$ cat src/design/vcd_pkg.sv
// shared types and constants of the velocity command deframer
// no dependencies; imported by every module of the block
package vcd_pkg;

  localparam int unsigned CfgIdxW = 3;
  localparam int unsigned CfgDataW = 16;

  // register indexes of the configuration port
  typedef enum logic [CfgIdxW-1:0] {
    CFG_SYNC_FIRST  = 3'd0,
    CFG_SYNC_SECOND = 3'd1,
    CFG_FRAME_KIND  = 3'd2,
    CFG_END_MARKER  = 3'd3,
    CFG_TIMEOUT_MS  = 3'd4
  } cfg_idx_e;

  localparam logic [7:0]  SyncFirstRst  = 8'd170;
  localparam logic [7:0]  SyncSecondRst = 8'd85;
  localparam logic [7:0]  FrameKindRst  = 8'd1;
  localparam logic [7:0]  EndMarkerRst  = 8'd13;
  localparam logic [15:0] TimeoutMsRst  = 16'd500;

  // frame layout: slots 0..11 ahead of the closing byte
  localparam logic [3:0] PosData   = 4'd3;
  localparam logic [3:0] PosSum    = 4'd11;
  localparam logic [3:0] PosSlots  = 4'd12;

  localparam logic [15:0] ElapsedMax = 16'hFFFF;

  typedef enum logic [2:0] {
    PH_HEAD0 = 3'd0,
    PH_HEAD1 = 3'd1,
    PH_TYPE  = 3'd2,
    PH_DATA  = 3'd3,
    PH_TAIL  = 3'd4
  } phase_e;

  typedef enum logic {
    EV_FRAME = 1'b0,
    EV_STOP  = 1'b1
  } event_e;

  typedef struct packed {
    logic [7:0]  sync_first;
    logic [7:0]  sync_second;
    logic [7:0]  frame_kind;
    logic [7:0]  end_marker;
    logic [15:0] timeout_ms;
  } cfg_t;

  typedef struct packed {
    logic        event_res;
    logic [31:0] linear_bits;
    logic [31:0] angular_bits;
  } res_t;

endpackage

$ cat src/design/vcd_cfg.sv
// configuration register file of the velocity command deframer
// depends on vcd_pkg
module vcd_cfg import vcd_pkg::*; (
  input  logic                clk_i,
  input  logic                rst_ni,
  input  logic                cfg_valid_i,
  output logic                cfg_ready_o,
  input  logic [CfgIdxW-1:0]  cfg_index_i,
  input  logic [CfgDataW-1:0] cfg_data_i,
  output cfg_t                cfg_o
);

  cfg_t cfg_q, cfg_d;

  assign cfg_ready_o = 1'b1;

  always_comb begin
    cfg_d = cfg_q;
    if (cfg_valid_i) begin
      unique case (cfg_idx_e'(cfg_index_i))
        CFG_SYNC_FIRST:  cfg_d.sync_first  = cfg_data_i[7:0];
        CFG_SYNC_SECOND: cfg_d.sync_second = cfg_data_i[7:0];
        CFG_FRAME_KIND:  cfg_d.frame_kind  = cfg_data_i[7:0];
        CFG_END_MARKER:  cfg_d.end_marker  = cfg_data_i[7:0];
        CFG_TIMEOUT_MS:  cfg_d.timeout_ms  = cfg_data_i[15:0];
        default:         cfg_d = cfg_q;
      endcase
    end
  end

  always_ff @(posedge clk_i or negedge rst_ni) begin
    if (!rst_ni) begin
      cfg_q.sync_first  <= SyncFirstRst;
      cfg_q.sync_second <= SyncSecondRst;
      cfg_q.frame_kind  <= FrameKindRst;
      cfg_q.end_marker  <= EndMarkerRst;
      cfg_q.timeout_ms  <= TimeoutMsRst;
    end else begin
      cfg_q <= cfg_d;
    end
  end

  assign cfg_o = cfg_q;

endmodule

$ cat src/design/vcd_parser.sv
// frame parser: header/type match, running xor checksum, data word shift register
// depends on vcd_pkg
module vcd_parser import vcd_pkg::*; (
  input  logic        clk_i,
  input  logic        rst_ni,
  input  logic        step_i,
  input  logic [7:0]  rx_byte_i,
  input  cfg_t        cfg_i,
  output logic        frame_ok_o,
  output logic [31:0] linear_o,
  output logic [31:0] angular_o
);

  phase_e      phase_q, phase_d;
  logic [3:0]  pos_q, pos_d;
  logic [3:0]  pos_inc;
  logic [7:0]  xor_q, xor_d;
  logic [63:0] data_q, data_d;

  assign pos_inc = pos_q + 4'd1;

  always_comb begin
    phase_d = phase_q;
    pos_d   = pos_q;
    xor_d   = xor_q;
    data_d  = data_q;
    if (step_i) begin
      unique case (phase_q)
        PH_HEAD0: begin
          if (rx_byte_i == cfg_i.sync_first) begin
            xor_d   = rx_byte_i;
            pos_d   = 4'd1;
            phase_d = PH_HEAD1;
          end
        end
        PH_HEAD1: begin
          if (rx_byte_i == cfg_i.sync_second) begin
            xor_d   = xor_q ^ rx_byte_i;
            pos_d   = 4'd2;
            phase_d = PH_TYPE;
          end else begin
            phase_d = PH_HEAD0;
          end
        end
        PH_TYPE: begin
          if (rx_byte_i == cfg_i.frame_kind) begin
            xor_d   = xor_q ^ rx_byte_i;
            pos_d   = PosData;
            phase_d = PH_DATA;
          end else begin
            phase_d = PH_HEAD0;
          end
        end
        PH_DATA: begin
          xor_d = xor_q ^ rx_byte_i;
          // checksum byte only goes into the xor, data bytes shift in from the top
          if (pos_q < PosSum) data_d = {rx_byte_i, data_q[63:8]};
          pos_d = pos_inc;
          if (pos_inc >= PosSlots || pos_inc < PosData) phase_d = PH_TAIL;
        end
        PH_TAIL: begin
          phase_d = PH_HEAD0;
          pos_d   = 4'd0;
        end
        default: begin
          phase_d = PH_HEAD0;
          pos_d   = 4'd0;
        end
      endcase
    end
  end

  // xor over all twelve slots is zero when the checksum matches
  always_comb begin
    frame_ok_o = step_i && (phase_q == PH_TAIL) && (rx_byte_i == cfg_i.end_marker)
                 && (xor_q == 8'd0);
  end

  assign linear_o  = data_q[31:0];
  assign angular_o = data_q[63:32];

  always_ff @(posedge clk_i or negedge rst_ni) begin
    if (!rst_ni) begin
      phase_q <= PH_HEAD0;
      pos_q   <= 4'd0;
    end else begin
      phase_q <= phase_d;
      pos_q   <= pos_d;
    end
  end

  always_ff @(posedge clk_i) begin
    xor_q  <= xor_d;
    data_q <= data_d;
  end

endmodule

$ cat src/design/vcd_watchdog.sv
// command watchdog: saturating millisecond counter and one-shot stop
// depends on vcd_pkg
module vcd_watchdog import vcd_pkg::*; (
  input  logic        clk_i,
  input  logic        rst_ni,
  input  logic        tick_i,
  input  logic        frame_ok_i,
  input  logic [15:0] timeout_ms_i,
  output logic        stop_o
);

  logic [15:0] elapsed_q, elapsed_d;
  logic [15:0] elapsed_inc;
  logic        stopped_q, stopped_d;
  logic        fire;

  assign elapsed_inc = (elapsed_q == ElapsedMax) ? elapsed_q : elapsed_q + 16'd1;
  assign fire        = tick_i && (elapsed_inc > timeout_ms_i) && !stopped_q;

  always_comb begin
    elapsed_d = elapsed_q;
    stopped_d = stopped_q;
    if (tick_i) begin
      elapsed_d = elapsed_inc;
      if (fire) stopped_d = 1'b1;
    end else if (frame_ok_i) begin
      elapsed_d = 16'd0;
      stopped_d = 1'b0;
    end
  end

  assign stop_o = fire;

  always_ff @(posedge clk_i or negedge rst_ni) begin
    if (!rst_ni) begin
      elapsed_q <= 16'd0;
      stopped_q <= 1'b0;
    end else begin
      elapsed_q <= elapsed_d;
      stopped_q <= stopped_d;
    end
  end

endmodule

$ cat src/design/vcd_out_buf.sv
// result register with a skid entry behind it
// depends on vcd_pkg
module vcd_out_buf import vcd_pkg::*; (
  input  logic clk_i,
  input  logic rst_ni,
  input  logic res_valid_i,
  input  res_t res_i,
  output logic full_o,
  output logic out_valid_o,
  input  logic out_stall_i,
  output res_t out_o
);

  logic out_valid_q, out_valid_d;
  logic skid_valid_q, skid_valid_d;
  res_t out_q, out_d;
  res_t skid_q, skid_d;
  logic out_free;

  assign out_free = !out_valid_q || !out_stall_i;

  // no new result arrives while the skid entry is held
  always_comb begin
    out_valid_d  = out_valid_q;
    skid_valid_d = skid_valid_q;
    out_d        = out_q;
    skid_d       = skid_q;
    if (out_free) begin
      if (skid_valid_q) begin
        out_d        = skid_q;
        out_valid_d  = 1'b1;
        skid_valid_d = 1'b0;
      end else begin
        out_d       = res_i;
        out_valid_d = res_valid_i;
      end
    end else if (res_valid_i) begin
      skid_d       = res_i;
      skid_valid_d = 1'b1;
    end
  end

  always_ff @(posedge clk_i or negedge rst_ni) begin
    if (!rst_ni) begin
      out_valid_q  <= 1'b0;
      skid_valid_q <= 1'b0;
    end else begin
      out_valid_q  <= out_valid_d;
      skid_valid_q <= skid_valid_d;
    end
  end

  always_ff @(posedge clk_i) begin
    out_q  <= out_d;
    skid_q <= skid_d;
  end

  assign full_o      = skid_valid_q;
  assign out_valid_o = out_valid_q;
  assign out_o       = out_q;

endmodule

$ cat src/design/velocity_command_deframer.sv
// velocity command deframer: byte stream frame parser plus millisecond watchdog
// a result is registered in the result register, or in the skid entry while the output stalls
// throughput: one item per cycle while the input is not stalled; parser, checksum and watchdog finish in that cycle
// a result register and one skid entry hold results; input stalls only when both are full
// reset (asynchronous, active low) restores register defaults, hunting state and idle watchdog
// depends on vcd_pkg, vcd_cfg, vcd_parser, vcd_watchdog, vcd_out_buf
module velocity_command_deframer import vcd_pkg::*; (
  input  logic                clk_i,
  input  logic                rst_ni,
  input  logic                cfg_valid_i,
  output logic                cfg_ready_o,
  input  logic [CfgIdxW-1:0]  cfg_index_i,
  input  logic [CfgDataW-1:0] cfg_data_i,
  input  logic                in_valid_i,
  output logic                in_stall_o,
  input  logic                command_i,
  input  logic [7:0]          rx_byte_i,
  output logic                out_valid_o,
  input  logic                out_stall_i,
  output logic                event_res_o,
  output logic [31:0]         linear_bits_o,
  output logic [31:0]         angular_bits_o
);

  cfg_t        cfg;
  logic        accept;
  logic        byte_step;
  logic        tick;
  logic        frame_ok;
  logic        stop;
  logic [31:0] linear;
  logic [31:0] angular;
  logic        buf_full;
  logic        res_valid;
  res_t        res;
  res_t        out_res;

  assign accept    = in_valid_i && !in_stall_o;
  assign byte_step = accept && !command_i;
  assign tick      = accept && command_i;
  assign in_stall_o = buf_full;

  vcd_cfg u_cfg (
    .clk_i       (clk_i),
    .rst_ni      (rst_ni),
    .cfg_valid_i (cfg_valid_i),
    .cfg_ready_o (cfg_ready_o),
    .cfg_index_i (cfg_index_i),
    .cfg_data_i  (cfg_data_i),
    .cfg_o       (cfg)
  );

  vcd_parser u_parser (
    .clk_i      (clk_i),
    .rst_ni     (rst_ni),
    .step_i     (byte_step),
    .rx_byte_i  (rx_byte_i),
    .cfg_i      (cfg),
    .frame_ok_o (frame_ok),
    .linear_o   (linear),
    .angular_o  (angular)
  );

  vcd_watchdog u_watchdog (
    .clk_i        (clk_i),
    .rst_ni       (rst_ni),
    .tick_i       (tick),
    .frame_ok_i   (frame_ok),
    .timeout_ms_i (cfg.timeout_ms),
    .stop_o       (stop)
  );

  always_comb begin
    res_valid = frame_ok || stop;
    if (stop) begin
      res.event_res    = EV_STOP;
      res.linear_bits  = 32'd0;
      res.angular_bits = 32'd0;
    end else begin
      res.event_res    = EV_FRAME;
      res.linear_bits  = linear;
      res.angular_bits = angular;
    end
  end

  vcd_out_buf u_out_buf (
    .clk_i       (clk_i),
    .rst_ni      (rst_ni),
    .res_valid_i (res_valid),
    .res_i       (res),
    .full_o      (buf_full),
    .out_valid_o (out_valid_o),
    .out_stall_i (out_stall_i),
    .out_o       (out_res)
  );

  assign event_res_o    = out_res.event_res;
  assign linear_bits_o  = out_res.linear_bits;
  assign angular_bits_o = out_res.angular_bits;

endmodule

$ cat config.mk
export PLATFORM = sky130hd
export DESIGN_NAME = velocity_command_deframer
export DESIGN_NICKNAME = d
export VERILOG_FILES = /design/src/design/vcd_pkg.sv /design/src/design/vcd_cfg.sv /design/src/design/vcd_parser.sv /design/src/design/vcd_watchdog.sv /design/src/design/vcd_out_buf.sv /design/src/design/velocity_command_deframer.sv
export SDC_FILE = /design/constraint.sdc
export NUM_CORES = 1
export LEC_CHECK = 0
export BUFFER_PORTS_ARGS = -buffer_cell sky130_fd_sc_hd__buf_2
export CAP_MARGIN = 10
export CORE_ASPECT_RATIO = 0.5
export CORE_MARGIN = 5
export CORE_UTILIZATION = 45
export CTS_CLUSTER_SIZE = 14
export DETAILED_ROUTE_END_ITERATION = 16
export HOLD_SLACK_MARGIN = 0.03
export SETUP_SLACK_MARGIN = 0.05
export SYNTH_ARGS = -nofsm -noshare
export SYNTH_HDL_FRONTEND = slang
export SYNTH_SLANG_ARGS = --single-unit
$ cat constraint.sdc
create_clock -name clk_i -period 7.93 [get_ports clk_i]
set_clock_uncertainty 0.15 [all_clocks]
set_input_delay 0.793 -clock clk_i [delete_from_list [all_inputs] [get_ports clk_i]]
set_output_delay 0.793 -clock clk_i [all_outputs]
set_load 0.01 [all_outputs]
==> results.json <==
{
  "worst-setup-path-type": "register to register",
  "cp_max_fo": 69,
  "cts_resized": 0,
  "final_common_cell": "edfxtp_1",
  "ys_warn_count": 0,
  "drive_above_1_share": 0.2190,
  "seq_area_frac_synth": 0.6693,
  "fin_crit_sh": 0.6155,
  "final_nets": 1002,
  "period_minus_slack_ps": 4881,
  "max-vdd-ir-drop_v": 0.0001486,
  "clk_pin_slew_worst_paths_ps": 60,
  "async_reset_ff_frac": 0.2681,
  "grt_antenna_before_repair": 2,
  "grt_pass1_vias": 6842,
  "post-dp-hpwl_um": 14230,
  "clock_latency_ps": 530,
  "synth_ff_type": "edfxtp_1",
  "syn_avg_cell_area_um2": 13.75,
  "drt_iter0_drc": 528,
  "rsz0062_at_grt": "false",
  "synth_top_family_by_area": "simple AND/OR/NAND/NOR gates",
  "fin_util": 0.5141,
  "wl_um": 22680,
  "cts_hold_buf": 0,
  "syn-cell-area_um2": 11860,
  "gp_congestion": 0.8396,
  "cts.htree.levels": 1,
  "tightest_slew_ps": 1073,
  "ys_ff_latch": 276,
  "relSlewSlack": 0.2835,
  "yosys.area_share.xor_xnor": 0.03839,
  "post_drt_wl_per_cell_um": 17.16,
  "syn_inst": 863,
  "syn_nets": 915,
  "postPlaceCellArea_um2": 12690,
  "fin_area_um2": 13480,
  "tns_ps": 0,
  "max_freq_ghz": 0.2049,
  "synth.top_cells.by_area": "edfxtp_1, dfrtp_1, mux2i_1",
  "crit_path_start_kind": "register",
  "die_h_um": 124.8,
  "final_cell_mix": "edfxtp_1, buf_2, nor2_1, and2_1, mux2i_1",
  "ys_types": 59,
  "cp-end-kind": "register",
  "cp.arrival_ps": 5100,
  "maxCapViolCount": 0,
  "dr.pass1.iters": 5,
  "routed.top_layer": "met4",
  "status": "finished, final reports clean",
  "muxShareOfSynthArea": 0.09112,
  "yosys.area.top_type": "edfxtp_1",
  "cts_tree": "done",
  "slew_viol_final": 0,
  "grt_first_pass_wirelength_um": 36840,
  "grt_max_degree": 75,
  "port_buffers": 99,
  "pin_count": 101,
  "grt_overflow": 0,
  "met2WireLength_um": 10950,
  "synth_edf_count": 202,
  "root_buffer": "clkbuf_16",
  "rows": 42,
  "setup_viol": 0,
  "drc": 0,
  "core_area_um2": 26220,
  "hold_class": "input port to register",
  "postCtsSetupBuffers": 0,
  "critical_path_required_ps": 8150,
  "vias": 6799,
  "met3WireLength_um": 886,
  "synthSimpleGateAreaFrac": 0.1160,
  "vias_per_cell": 5.143,
  "clock_path_buffers": 3,
  "synth-compound-area-share": 0.04219,
  "area_growth_pct": 13.64,
  "synth_top_area_share": 0.5113,
  "die_x_um": 239.6,
  "grt.total_usage": 0.1508,
  "hold_viol_final": 0,
  "p_leak_nw": 5.023,
  "cts.sinks": 276,
  "postRouteAntennaNets": 0,
  "cts_buffers": 26,
  "wl_met1_um": 10480,
  "power_density_nw_per_um2": 234.3,
  "initial_utilization": 0.4524,
  "fp.dieArea_um2": 29910,
  "yosys.area_share.adder": 0.02004
}
cell usage after synthesis, drive strengths merged, types with 7 or more instances:
| master | instances |
|---|---|
| nand2 | 45 |
| nand4 | 16 |
| mux2i | 66 |
| nor3 | 7 |
| nor2 | 82 |
| o21ai | 33 |
| xnor2 | 46 |
| clkbuf | 39 |
| nand3 | 15 |
| a31oi | 7 |
| dfstp | 18 |
| edfxtp | 202 |
| dfrtp | 56 |
| inv | 21 |
| ha | 19 |
| mux2 | 37 |
| a21oi | 22 |
| and2 | 66 |
sequential cells by signal, indices dropped and copies added, names as in the netlist:
| signal | flops |
|---|---|
| u_parser.xor_q | 8 |
| u_parser.data_q | 64 |
| u_watchdog.stopped_q | 1 |
| u_out_buf.out_valid_o | 1 |
| u_watchdog.elapsed_q | 16 |
| u_parser.phase_q | 3 |
| u_out_buf.full_o | 1 |
| u_out_buf.out_o | 65 |
| u_cfg.cfg_o | 48 |
| u_out_buf.skid_q | 65 |
| u_parser.pos_q | 4 |
path summary, 6_finish.rpt:
path / from / end / slack [ps] / cells past startpoint
worst min register to register: u_parser.data_q[43]$_DFFE_PP_ / u_parser.data_q[35]$_DFFE_PP_ / 310 / 0
worst max register to register: u_watchdog.elapsed_q[0]$_DFFE_PN0P_ / u_out_buf.out_o[1]$_DFFE_PN_ / 3050 / 14
max in group asynchronous: rst_ni / u_out_buf.full_o$_DFFE_PN0P_ / 6600 / 2
min in group asynchronous: rst_ni / u_cfg.cfg_o[12]$_DFFE_PN0P_ / 340 / 2
worst min-delay path: cfg_data_i[9] / u_cfg.cfg_o[9]$_DFFE_PN0P_ / 310 / 3
worst max-delay path: u_watchdog.elapsed_q[0]$_DFFE_PN0P_ / u_out_buf.out_o[1]$_DFFE_PN_ / 3050 / 14
through the flow:
stage	hold WS, ps	setup slack (ps)	power (mW)	cells
after floorplan	290.4	1258	1.939	863
after global placement	301.2	3136	2.014	1274
after detailed placement	300.3	3050	2.024	1274
after CTS	288.1	3023	3.197	1320
after global routing	315.7	2495	3.305	1322
final	308.9	3049	3.159	1322
critical path: stages, from the launching register on:
cell and delay [ps]:
dfrtp_1 430, ha_1 230, nand3_1 230, nor4_4 450
a21oi_1 240, and4_1 290, xor2_1 150, ha_1 310
nand4_1 140, o41ai_1 450, nor2_1 130, o21ai_4 80
buf_4 520, inv_2 600, nor2_1 280
routing by layer:
metal | GRT usage | up-vias
met5 | 0 | -
met4 | 0.03319 | 0
met3 | 0.02788 | 30
met2 | 0.2468 | 126
met1 | 0.2117 | 3381
li1 | - | 3262
final cells by class:
class / count / area [um^2]
Clock inverter: 12 / 88.84
Clock buffer: 34 / 694.4
Sequential cell: 276 / 7944
Multi-Input combinational cell: 521 / 3697
Fill cell: 2240 / 12740
Inverter: 21 / 78.83
Tap cell: 352 / 440.4
Timing Repair Buffer: 104 / 533.0
Antenna cell: 2 / 5.005
cell families after synthesis:
group,count (synthesis)
buf+inv,66
flops,276
xor+xnor,52
simple gates,263
other cells,1
mux,103
fa+ha+maj,19
compound gates,83
report_power, final:
group | switching (mW) | internal, mW | total (mW)
registers | 0.0602 | 1.63 | 1.69
clock network | 0.517 | 0.648 | 1.16
logic | 0.158 | 0.144 | 0.302
No activity file was read; power rests on OpenSTA's default activity.
